`src/hw/rtl/ols_pkg.sv`:
```
// Shared constants, types and control structs of the order list sanitizer.
package ols_pkg;

  localparam int MAX_ENTRIES = 32;
  localparam int ID_W        = 16;
  localparam int CMD_W       = 2;
  localparam int IDX_W       = (MAX_ENTRIES > 1) ? $clog2(MAX_ENTRIES) : 1;
  localparam int CNT_W       = $clog2(MAX_ENTRIES + 1);

  typedef enum logic [CMD_W-1:0] {
    CMD_LOAD    = 2'd0,
    CMD_REQUEST = 2'd1,
    CMD_FINISH  = 2'd2,
    CMD_NONE    = 2'd3
  } cmd_t;

  typedef enum logic [1:0] {
    EM_NONE  = 2'd0,
    EM_HIT   = 2'd1,
    EM_PEND  = 2'd2,
    EM_FINAL = 2'd3
  } emit_t;

  typedef enum logic [2:0] {
    ST_IDLE = 3'b001,
    ST_SCAN = 3'b010,
    ST_END  = 3'b100
  } state_t;

  // Commands from the controller to the datapath.
  typedef struct packed {
    logic  start;
    logic  advance;
    logic  set_taken;
    logic  load_pend;
    logic  append;
    logic  clear;
    emit_t emit;
  } ols_ctl_t;

  // Status from the datapath to the controller.
  typedef struct packed {
    cmd_t cmd;
    logic cmp_v;
    logic match;
    logic cmp_taken;
    logic scan_empty;
    logic pend_v;
    logic out_busy;
    logic full;
  } ols_sts_t;

endpackage

```
`src/hw/rtl/ols_in_if.sv`:
```
// Input channel: command and id words with a valid/ready handshake.
interface ols_in_if;
  import ols_pkg::*;

  logic            valid;
  logic            ready;
  logic [CMD_W-1:0] cmd;
  logic [ID_W-1:0] layer_id;

  modport source (output valid, output cmd, output layer_id, input ready);
  modport sink   (input valid, input cmd, input layer_id, output ready);
endinterface

```
`src/hw/rtl/ols_out_if.sv`:
```
// Result channel: sanitized id words with a valid/ready handshake.
interface ols_out_if;
  import ols_pkg::*;

  logic            valid;
  logic            ready;
  logic [ID_W-1:0] out_id;
  logic            last;
  logic            none_left;

  modport source (output valid, output out_id, output last, output none_left, input ready);
  modport sink   (input valid, input out_id, input last, input none_left, output ready);
endinterface

```
`src/hw/rtl/ols_ctrl.sv`:
```
// Controller state machine: sequences the table scan and result emission.
module ols_ctrl (
  input  logic              clk,
  input  logic              rst_n,
  input  logic              in_valid,
  output logic              in_ready,
  input  ols_pkg::ols_sts_t sts,
  output ols_pkg::ols_ctl_t ctl
);
  import ols_pkg::*;

  state_t state_r;
  state_t state_nxt;

  always_ff @(posedge clk) begin
    if (!rst_n) begin
      state_r <= ST_IDLE;
    end else begin
      state_r <= state_nxt;
    end
  end

  assign in_ready = (state_r == ST_IDLE);

  always_comb begin
    state_nxt     = state_r;
    ctl.start     = 1'b0;
    ctl.advance   = 1'b0;
    ctl.set_taken = 1'b0;
    ctl.load_pend = 1'b0;
    ctl.append    = 1'b0;
    ctl.clear     = 1'b0;
    ctl.emit      = EM_NONE;
    case (state_r)
      ST_IDLE: begin
        if (in_valid) begin
          ctl.start = 1'b1;
          state_nxt = ST_SCAN;
        end
      end
      ST_SCAN: begin
        if (sts.cmp_v) begin
          case (sts.cmd)
            CMD_LOAD: begin
              // A duplicate load ends the item without touching the table.
              if (sts.match) begin
                state_nxt = ST_IDLE;
              end else begin
                ctl.advance = 1'b1;
              end
            end
            CMD_REQUEST: begin
              if (sts.match) begin
                if (sts.cmp_taken) begin
                  state_nxt = ST_IDLE;
                end else if (!sts.out_busy) begin
                  ctl.emit      = EM_HIT;
                  ctl.set_taken = 1'b1;
                  state_nxt     = ST_IDLE;
                end
              end else begin
                ctl.advance = 1'b1;
              end
            end
            CMD_FINISH: begin
              // One leftover is held back so that the last one can be flagged.
              if (sts.cmp_taken) begin
                ctl.advance = 1'b1;
              end else if (!sts.pend_v) begin
                ctl.load_pend = 1'b1;
                ctl.advance   = 1'b1;
              end else if (!sts.out_busy) begin
                ctl.emit      = EM_PEND;
                ctl.load_pend = 1'b1;
                ctl.advance   = 1'b1;
              end
            end
            default: begin
              ctl.advance = 1'b1;
            end
          endcase
        end else if (sts.scan_empty) begin
          state_nxt = ST_END;
        end else begin
          ctl.advance = 1'b1;
        end
      end
      ST_END: begin
        case (sts.cmd)
          CMD_LOAD: begin
            ctl.append = !sts.full;
            state_nxt  = ST_IDLE;
          end
          CMD_FINISH: begin
            if (!sts.out_busy) begin
              ctl.emit  = EM_FINAL;
              ctl.clear = 1'b1;
              state_nxt = ST_IDLE;
            end
          end
          default: begin
            state_nxt = ST_IDLE;
          end
        endcase
      end
      default: begin
        state_nxt = ST_IDLE;
      end
    endcase
  end

endmodule

```
`src/hw/rtl/ols_dp.sv`:
```
// Datapath: id memory, taken marks, scan pipeline, pending leftover and output register.
module ols_dp (
  input  logic                     clk,
  input  logic                     rst_n,
  input  ols_pkg::ols_ctl_t        ctl,
  output ols_pkg::ols_sts_t        sts,
  input  logic [ols_pkg::CMD_W-1:0] in_cmd,
  input  logic [ols_pkg::ID_W-1:0] in_layer_id,
  output logic                     out_valid,
  input  logic                     out_ready,
  output logic [ols_pkg::ID_W-1:0] out_id,
  output logic                     out_last,
  output logic                     out_none_left
);
  import ols_pkg::*;

  logic [ID_W-1:0]        mem [MAX_ENTRIES];
  logic [MAX_ENTRIES-1:0] taken_r;
  logic [CNT_W-1:0]       count_r;
  logic [CNT_W-1:0]       rd_idx_r;
  logic [IDX_W-1:0]       cmp_idx_r;
  logic                   cmp_v_r;
  logic [ID_W-1:0]        rd_data_r;
  cmd_t                   cmd_r;
  logic [ID_W-1:0]        id_r;
  logic                   pend_v_r;
  logic [ID_W-1:0]        pend_id_r;
  logic                   out_valid_r;
  logic [ID_W-1:0]        out_id_r;
  logic                   out_last_r;
  logic                   out_none_r;
  logic                   issue;
  logic                   out_free;

  assign issue    = ctl.advance && (rd_idx_r < count_r);
  assign out_free = !out_valid_r || out_ready;

  assign sts.cmd        = cmd_r;
  assign sts.cmp_v      = cmp_v_r;
  assign sts.match      = (rd_data_r == id_r);
  assign sts.cmp_taken  = taken_r[cmp_idx_r];
  assign sts.scan_empty = !(rd_idx_r < count_r);
  assign sts.pend_v     = pend_v_r;
  assign sts.out_busy   = !out_free;
  assign sts.full       = (count_r == CNT_W'(MAX_ENTRIES));

  // Id memory: one write port for appends, one registered read port for the scan.
  always_ff @(posedge clk) begin
    if (ctl.append) begin
      mem[count_r[IDX_W-1:0]] <= id_r;
    end
  end

  always_ff @(posedge clk) begin
    if (issue) begin
      rd_data_r <= mem[rd_idx_r[IDX_W-1:0]];
      cmp_idx_r <= rd_idx_r[IDX_W-1:0];
    end
  end

  always_ff @(posedge clk) begin
    if (ctl.start) begin
      cmd_r <= cmd_t'(in_cmd);
      id_r  <= in_layer_id;
    end
    if (ctl.load_pend) begin
      pend_id_r <= rd_data_r;
    end
  end

  always_ff @(posedge clk) begin
    if (!rst_n) begin
      count_r  <= '0;
      taken_r  <= '0;
      rd_idx_r <= '0;
      cmp_v_r  <= 1'b0;
      pend_v_r <= 1'b0;
    end else begin
      if (ctl.start) begin
        rd_idx_r <= '0;
        cmp_v_r  <= 1'b0;
        pend_v_r <= 1'b0;
      end else if (ctl.advance) begin
        cmp_v_r <= issue;
        if (issue) begin
          rd_idx_r <= rd_idx_r + CNT_W'(1);
        end
      end
      if (ctl.load_pend) begin
        pend_v_r <= 1'b1;
      end
      if (ctl.set_taken) begin
        taken_r[cmp_idx_r] <= 1'b1;
      end
      if (ctl.append) begin
        count_r <= count_r + CNT_W'(1);
      end
      if (ctl.clear) begin
        count_r  <= '0;
        taken_r  <= '0;
        pend_v_r <= 1'b0;
      end
    end
  end

  // Output register.
  always_ff @(posedge clk) begin
    if (!rst_n) begin
      out_valid_r <= 1'b0;
    end else if (ctl.emit != EM_NONE) begin
      out_valid_r <= 1'b1;
    end else if (out_ready) begin
      out_valid_r <= 1'b0;
    end
  end

  always_ff @(posedge clk) begin
    case (ctl.emit)
      EM_HIT: begin
        out_id_r   <= id_r;
        out_last_r <= 1'b0;
        out_none_r <= 1'b0;
      end
      EM_PEND: begin
        out_id_r   <= pend_id_r;
        out_last_r <= 1'b0;
        out_none_r <= 1'b0;
      end
      EM_FINAL: begin
        out_id_r   <= pend_v_r ? pend_id_r : '0;
        out_last_r <= 1'b1;
        out_none_r <= !pend_v_r;
      end
      default: begin
      end
    endcase
  end

  assign out_valid     = out_valid_r;
  assign out_id        = out_id_r;
  assign out_last      = out_last_r;
  assign out_none_left = out_none_r;

  a_emit_free: assert property (@(posedge clk) disable iff (!rst_n)
    (ctl.emit != EM_NONE) |-> out_free)
    else $error("result written while the output register is still held");

  a_taken_once: assert property (@(posedge clk) disable iff (!rst_n)
    ctl.set_taken |-> (cmp_v_r && !taken_r[cmp_idx_r]))
    else $error("taken mark set on an invalid or already taken entry");

  a_append_room: assert property (@(posedge clk) disable iff (!rst_n)
    ctl.append |-> (count_r < CNT_W'(MAX_ENTRIES)))
    else $error("append into a full table");

  a_clear_done: assert property (@(posedge clk) disable iff (!rst_n)
    ctl.clear |=> ((count_r == '0) && (taken_r == '0) && !pend_v_r))
    else $error("table not cleared after finish");

  a_taken_in_range: assert property (@(posedge clk) disable iff (!rst_n)
    ctl.set_taken |-> (CNT_W'(cmp_idx_r) < count_r))
    else $error("taken mark set beyond the stored entries");

endmodule

```
`src/hw/rtl/order_list_sanitizer.sv`:
```
// Top level of the order list sanitizer: controller plus datapath behind two channels.
//
//   channel  direction  word fields                    handshake
//   in_ch    sink       cmd, layer_id                  valid / ready
//   out_ch   source     out_id, last, none_left        valid / ready
//
// One item at a time. Load, request and unused-command items walk the whole table from
// one accept to the next, stopping early when a request or duplicate load hits; a
// request that hits also waits while the output register is still held, and a finish
// also waits while the result channel stalls. The scan is paced by the single
// registered read port of the id memory, which the scan walks one entry per cycle
// except while it waits on a held result.
// Reset (rst_n low, synchronous) empties the table and clears all taken marks.
// A stalled result is held in the output register while the scan waits on it.
module order_list_sanitizer (
  input  logic       clk,
  input  logic       rst_n,
  ols_in_if.sink     in_ch,
  ols_out_if.source  out_ch
);
  import ols_pkg::*;

  ols_ctl_t ctl;
  ols_sts_t sts;

  ols_ctrl u_ctrl (
    .clk      (clk),
    .rst_n    (rst_n),
    .in_valid (in_ch.valid),
    .in_ready (in_ch.ready),
    .sts      (sts),
    .ctl      (ctl)
  );

  ols_dp u_dp (
    .clk           (clk),
    .rst_n         (rst_n),
    .ctl           (ctl),
    .sts           (sts),
    .in_cmd        (in_ch.cmd),
    .in_layer_id   (in_ch.layer_id),
    .out_valid     (out_ch.valid),
    .out_ready     (out_ch.ready),
    .out_id        (out_ch.out_id),
    .out_last      (out_ch.last),
    .out_none_left (out_ch.none_left)
  );

endmodule
```
`src/flat_wrapper.sv`:
```
// flat-port wrapper written by rule: the top's interface ports become plain ports
module order_list_sanitizer_flat import ols_pkg::*;
  (clk, rst_n, in_ch_valid, in_ch_cmd, in_ch_layer_id, in_ch_ready, out_ch_valid, out_ch_out_id, out_ch_last, out_ch_none_left, out_ch_ready);
  ols_in_if in_ch_i ();
  ols_out_if out_ch_i ();
  input  logic clk;
  input  logic rst_n;
  input wire logic [$bits(in_ch_i.valid)-1:0] in_ch_valid;
  input wire logic [$bits(in_ch_i.cmd)-1:0] in_ch_cmd;
  input wire logic [$bits(in_ch_i.layer_id)-1:0] in_ch_layer_id;
  output wire logic [$bits(in_ch_i.ready)-1:0] in_ch_ready;
  output wire logic [$bits(out_ch_i.valid)-1:0] out_ch_valid;
  output wire logic [$bits(out_ch_i.out_id)-1:0] out_ch_out_id;
  output wire logic [$bits(out_ch_i.last)-1:0] out_ch_last;
  output wire logic [$bits(out_ch_i.none_left)-1:0] out_ch_none_left;
  input wire logic [$bits(out_ch_i.ready)-1:0] out_ch_ready;
  assign in_ch_i.valid = in_ch_valid;
  assign in_ch_i.cmd = in_ch_cmd;
  assign in_ch_i.layer_id = in_ch_layer_id;
  assign in_ch_ready = in_ch_i.ready;
  assign out_ch_valid = out_ch_i.valid;
  assign out_ch_out_id = out_ch_i.out_id;
  assign out_ch_last = out_ch_i.last;
  assign out_ch_none_left = out_ch_i.none_left;
  assign out_ch_i.ready = out_ch_ready;
  order_list_sanitizer u_core (.clk(clk), .rst_n(rst_n), .in_ch(in_ch_i), .out_ch(out_ch_i));
endmodule
```
`config.mk`:
```
export PLATFORM = sky130hd
export DESIGN_NAME = order_list_sanitizer_flat
export DESIGN_NICKNAME = d
export VERILOG_FILES = /design/src/hw/rtl/ols_pkg.sv /design/src/hw/rtl/ols_in_if.sv /design/src/hw/rtl/ols_out_if.sv /design/src/hw/rtl/ols_ctrl.sv /design/src/hw/rtl/ols_dp.sv /design/src/hw/rtl/order_list_sanitizer.sv /design/src/flat_wrapper.sv
export SDC_FILE = /design/constraint.sdc
export NUM_CORES = 1
export LEC_CHECK = 0
export ABC_AREA = 1
export BUFFER_PORTS_ARGS = -buffer_cell sky130_fd_sc_hd__buf_2
export CAP_MARGIN = 20
export CORE_MARGIN = 2
export CORE_UTILIZATION = 40
export CTS_BUF_LIST = sky130_fd_sc_hd__clkbuf_8
export DETAILED_ROUTE_END_ITERATION = 16
export SLEW_MARGIN = 5
export SYNTH_ARGS = -nofsm -noshare
export SYNTH_HDL_FRONTEND = slang
export SYNTH_HIERARCHICAL = 1
export SYNTH_SLANG_ARGS = --single-unit
```
`constraint.sdc`:
```
create_clock -name clk -period 3.5 [get_ports clk]
set_clock_uncertainty 0.05 [all_clocks]
set_input_delay 0.875 -clock clk [delete_from_list [all_inputs] [get_ports clk]]
set_output_delay 0.875 -clock clk [all_outputs]
set_load 0.1 [all_outputs]
```
==> flow_summary.yaml <==
outcome:
  outcome: "finished, final reports clean"
worst_setup_path:
  required_ns: 3.79
  endpoint_kind: "flop"
  r2r_slack_ns: 0.49
  critical_path_class: "reg -> reg"
  r2r_cells: 14
  critPathMaxStageDelay_ns: 0.47
  cp_max_fo: 22
  crit_path_top_delay_cell: "nor2_1"
  reg2reg_from: "u_core/u_dp/cmp_idx_r[1]$_DFFE_PP_"
  cp_common_cell: "o21ai_0"
  startpoint_type: "flop"
  worstPathArrival_ns: 3.30
  r2r_end: "u_core/u_dp/cmp_idx_r[4]$_DFFE_PP_"
  path_cells: "inv_2, nor2_1, nand2_1, o21ai_0, o21ai_0, nand2_1, nor2_1, nand2_1, o21ai_0, o21ai_0, o21ai_0, nand2_1, nand3_2, inv_2"
route:
  drc: 0
  wire_per_inst_um: 19.4
  drtPass1Iterations: 5
  routed_wl_um: 70400
  vias_per_cell: 5.04
  drt_iter0_markers: 1964
  vias: 18300
  postRouteAntennaNets: 0
synth:
  yosysTopAreaCellShare_pct: 65.1
  ys_types: 32
  yosysSeqAreaShare_pct: 68.9
  synth.largest_area_cell: "edfxtp_1"
  synth.avg_cell_area_um2: 10.5
  synth-seq-cells: 635
  postSynthCellCount: 2563
  yosys_warnings: 6
  synth_fp_nets: 2599
  synthTopCellsByArea: "edfxtp_1, nand2_1, nand3_1"
  netlist_area_um2: 27000
grt:
  grtUsageTotal_pct: 20.3
  use_met3_pct: 3.05
  grt_pass1_wl_um: 107000
  grt_max_degree: 168
  grtUsageMet1_pct: 27.9
  busiest_layer: "met2"
  grt_pass1_vias: 17700
  antenna_found_initial: 0
  grt_util_met2_pct: 33.1
  grt_overflow_total: 0
floorplanning:
  dieArea_um2: 69500
  fp.dieW_um: 264
  core_area_um2: 66900
  die_h_um: 264
  io-pin-count: 42
  rows: 95
  start_util_pct: 40.3
pwr:
  ir_drop_mv: 0.270
  p_leak_nw: 12.1
  power.density_nw_per_um2: 497
final_layout:
  final_cell_mix: "nand2_1, edfxtp_1, inv_1"
  fillers: 6257
  drive_gt1_share_pct: 10.1
  syn2layout_area_growth_pct: 12.1
  multi_input_area_um2: 6510
  fin_nets: 2713
  diodes: 0
  regArea_um2: 18600
  final_common_cell: "nand2_1"
place:
  place_ws_ns: 0.445
  port_buffers: 41
  dp.final_hpwl_um: 41300
  gp_congestion: 0.875
clock_tree:
  cts_buffers: 104
  postCtsSetupRepairBufs: 0
  htreeDepth: 3
  cts_resized: 0
  root_buffer: "clkbuf_8"
  cts.path.max_buffers: 3
  cts_sinks: 635
  postCtsHoldBufs: 0
  path_clk_slew_ns: 0.06
  insertion_delay_ns: 0.71
  cts_tree: "done"
hold_path:
  hold_start: "in_ch_layer_id[3]"
  hold_class: "in -> reg"
  hold_depth: 1
  hold_end: "u_core/u_dp/id_r[3]$_DFFE_PP_"
timing:
  whs_ns: 0.284
  slew_headroom_pct: 41.8
  rsz0062_at_grt: "no"
  worst_slew_pin_slew_ns: 0.872
  finalSetupViolCount: 0
  max_freq_mhz: 333
  hold_viol: 0
  worst_slack_ns: 0.493
  min_period_ns: 3.01
  finalCritPeriodShare_pct: 85.9
  fin_setup_tns_ns: 0
  drv_slew: 0
job:
  max_cap_viol_count: 0
worst max-delay path by stage:
stage / endpoint / cells after the start / start / slack, ns
finish: u_core/u_dp/cmp_idx_r[4]$_DFFE_PP_ / 14 / u_core/u_dp/cmp_idx_r[1]$_DFFE_PP_ / 0.49
global route: u_core/u_dp/cmp_idx_r[0]$_DFFE_PP_ / 14 / u_core/u_dp/cmp_idx_r[1]$_DFFE_PP_ / 0.07
CTS: u_core/u_dp/cmp_idx_r[0]$_DFFE_PP_ / 14 / u_core/u_dp/cmp_idx_r[1]$_DFFE_PP_ / 0.43
detailed placement: u_core/u_dp/rd_data_r[0]$_DFFE_PP_ / 14 / u_core/u_dp/cmp_idx_r[1]$_DFFE_PP_ / 0.44
global placement: u_core/u_dp/rd_data_r[14]$_DFFE_PP_ / 14 / u_core/u_dp/cmp_idx_r[1]$_DFFE_PP_ / 0.44
floorplan: u_core/u_dp/cmp_idx_r[0]$_DFFE_PP_ / 9 / u_core/u_dp/out_valid$_SDFFE_PN0P_ / 0.92
power breakdown:
part           switching (W)  total [W]  internal [W]  leakage (nW)
clock network        0.00289    0.00587       0.00298          1.12
logic               0.000510   0.000612      0.000102          5.34
registers          0.0000460    0.00855       0.00850          5.67
cells by family after synthesis:
family | synth area share [%]
AOI/OAI and AO/OA | 2.45
xor gates and xnor gates | 0.422
adders and majority gates | 0.650
buffers and inverters | 7.02
DFF | 68.9
and+or+nand+nor | 20.6
synthesized netlist by cell type, drive strengths merged:
cell type / n
clkinv: 4
nand3: 346
or2: 4
o21ai: 30
nor2: 137
a21oi: 76
inv: 320
nor3: 17
o211ai: 16
clkbuf: 17
nand2: 815
a31oi: 1
nand4: 14
xor2: 7
ha: 14
nor4: 1
dfxtp: 50
edfxtp: 585
buf: 103
xnor2: 6
worst max-delay path: cells and delay by family, from the launching register on:
| family | cells | cell delay, ns |
|---|---|---|
| AND/OR/NAND/NOR | 7 | 1.20 |
| flip-flops | 1 | 0.42 |
| AO/OA/AOI/OAI | 5 | 0.45 |
| buffers and inverters | 2 | 0.53 |
cell type report:
cell class / count / share of cell area [%]
clock buffers: 114 / 5.19
clock inverters: 74 / 1.03
inverters: 324 / 4.05
multi-input cells: 1484 / 21.5
flip-flops and latches: 635 / 61.5
well taps: 873 / 3.61
repair buffers: 128 / 3.13
stage by stage:
step                power (W)  utilization [%]  instance area, µm²  cells
global placement      0.00929             42.4               28300   3444
detailed placement    0.00931             42.4               28300   3444
floorplan             0.00899                -               27000   2563
finish                 0.0150             45.2               30200   3632
CTS                    0.0152             45.2               30200   3632
global route           0.0155             45.2               30200   3632
state kept, by name, summed over array words and instances, names as in the netlist:
signal                     cells
u_core/u_dp/cmd_r              2
u_core/u_dp/out_last           1
u_core/u_dp/id_r              16
u_core/u_dp/rd_data_r         16
u_core/u_dp/out_valid          1
u_core/u_ctrl/state_r          3
u_core/u_dp/out_none_left      1
u_core/u_dp/cmp_v_r            1
u_core/u_dp/cmp_idx_r          5
u_core/u_dp/rd_idx_r           6
u_core/u_dp/pend_v_r           1
u_core/u_dp/mem              512
u_core/u_dp/taken_r           32
u_core/u_dp/out_id            16
u_core/u_dp/pend_id_r         16
u_core/u_dp/count_r            6
metal layers:
layer,vias to the layer above,routed length (µm)
met1,8791,29900
li1,8710,-
met5,-,0
met3,131,4890
met4,0,2120
met2,685,33500
(Power assumes the default switching activity.)
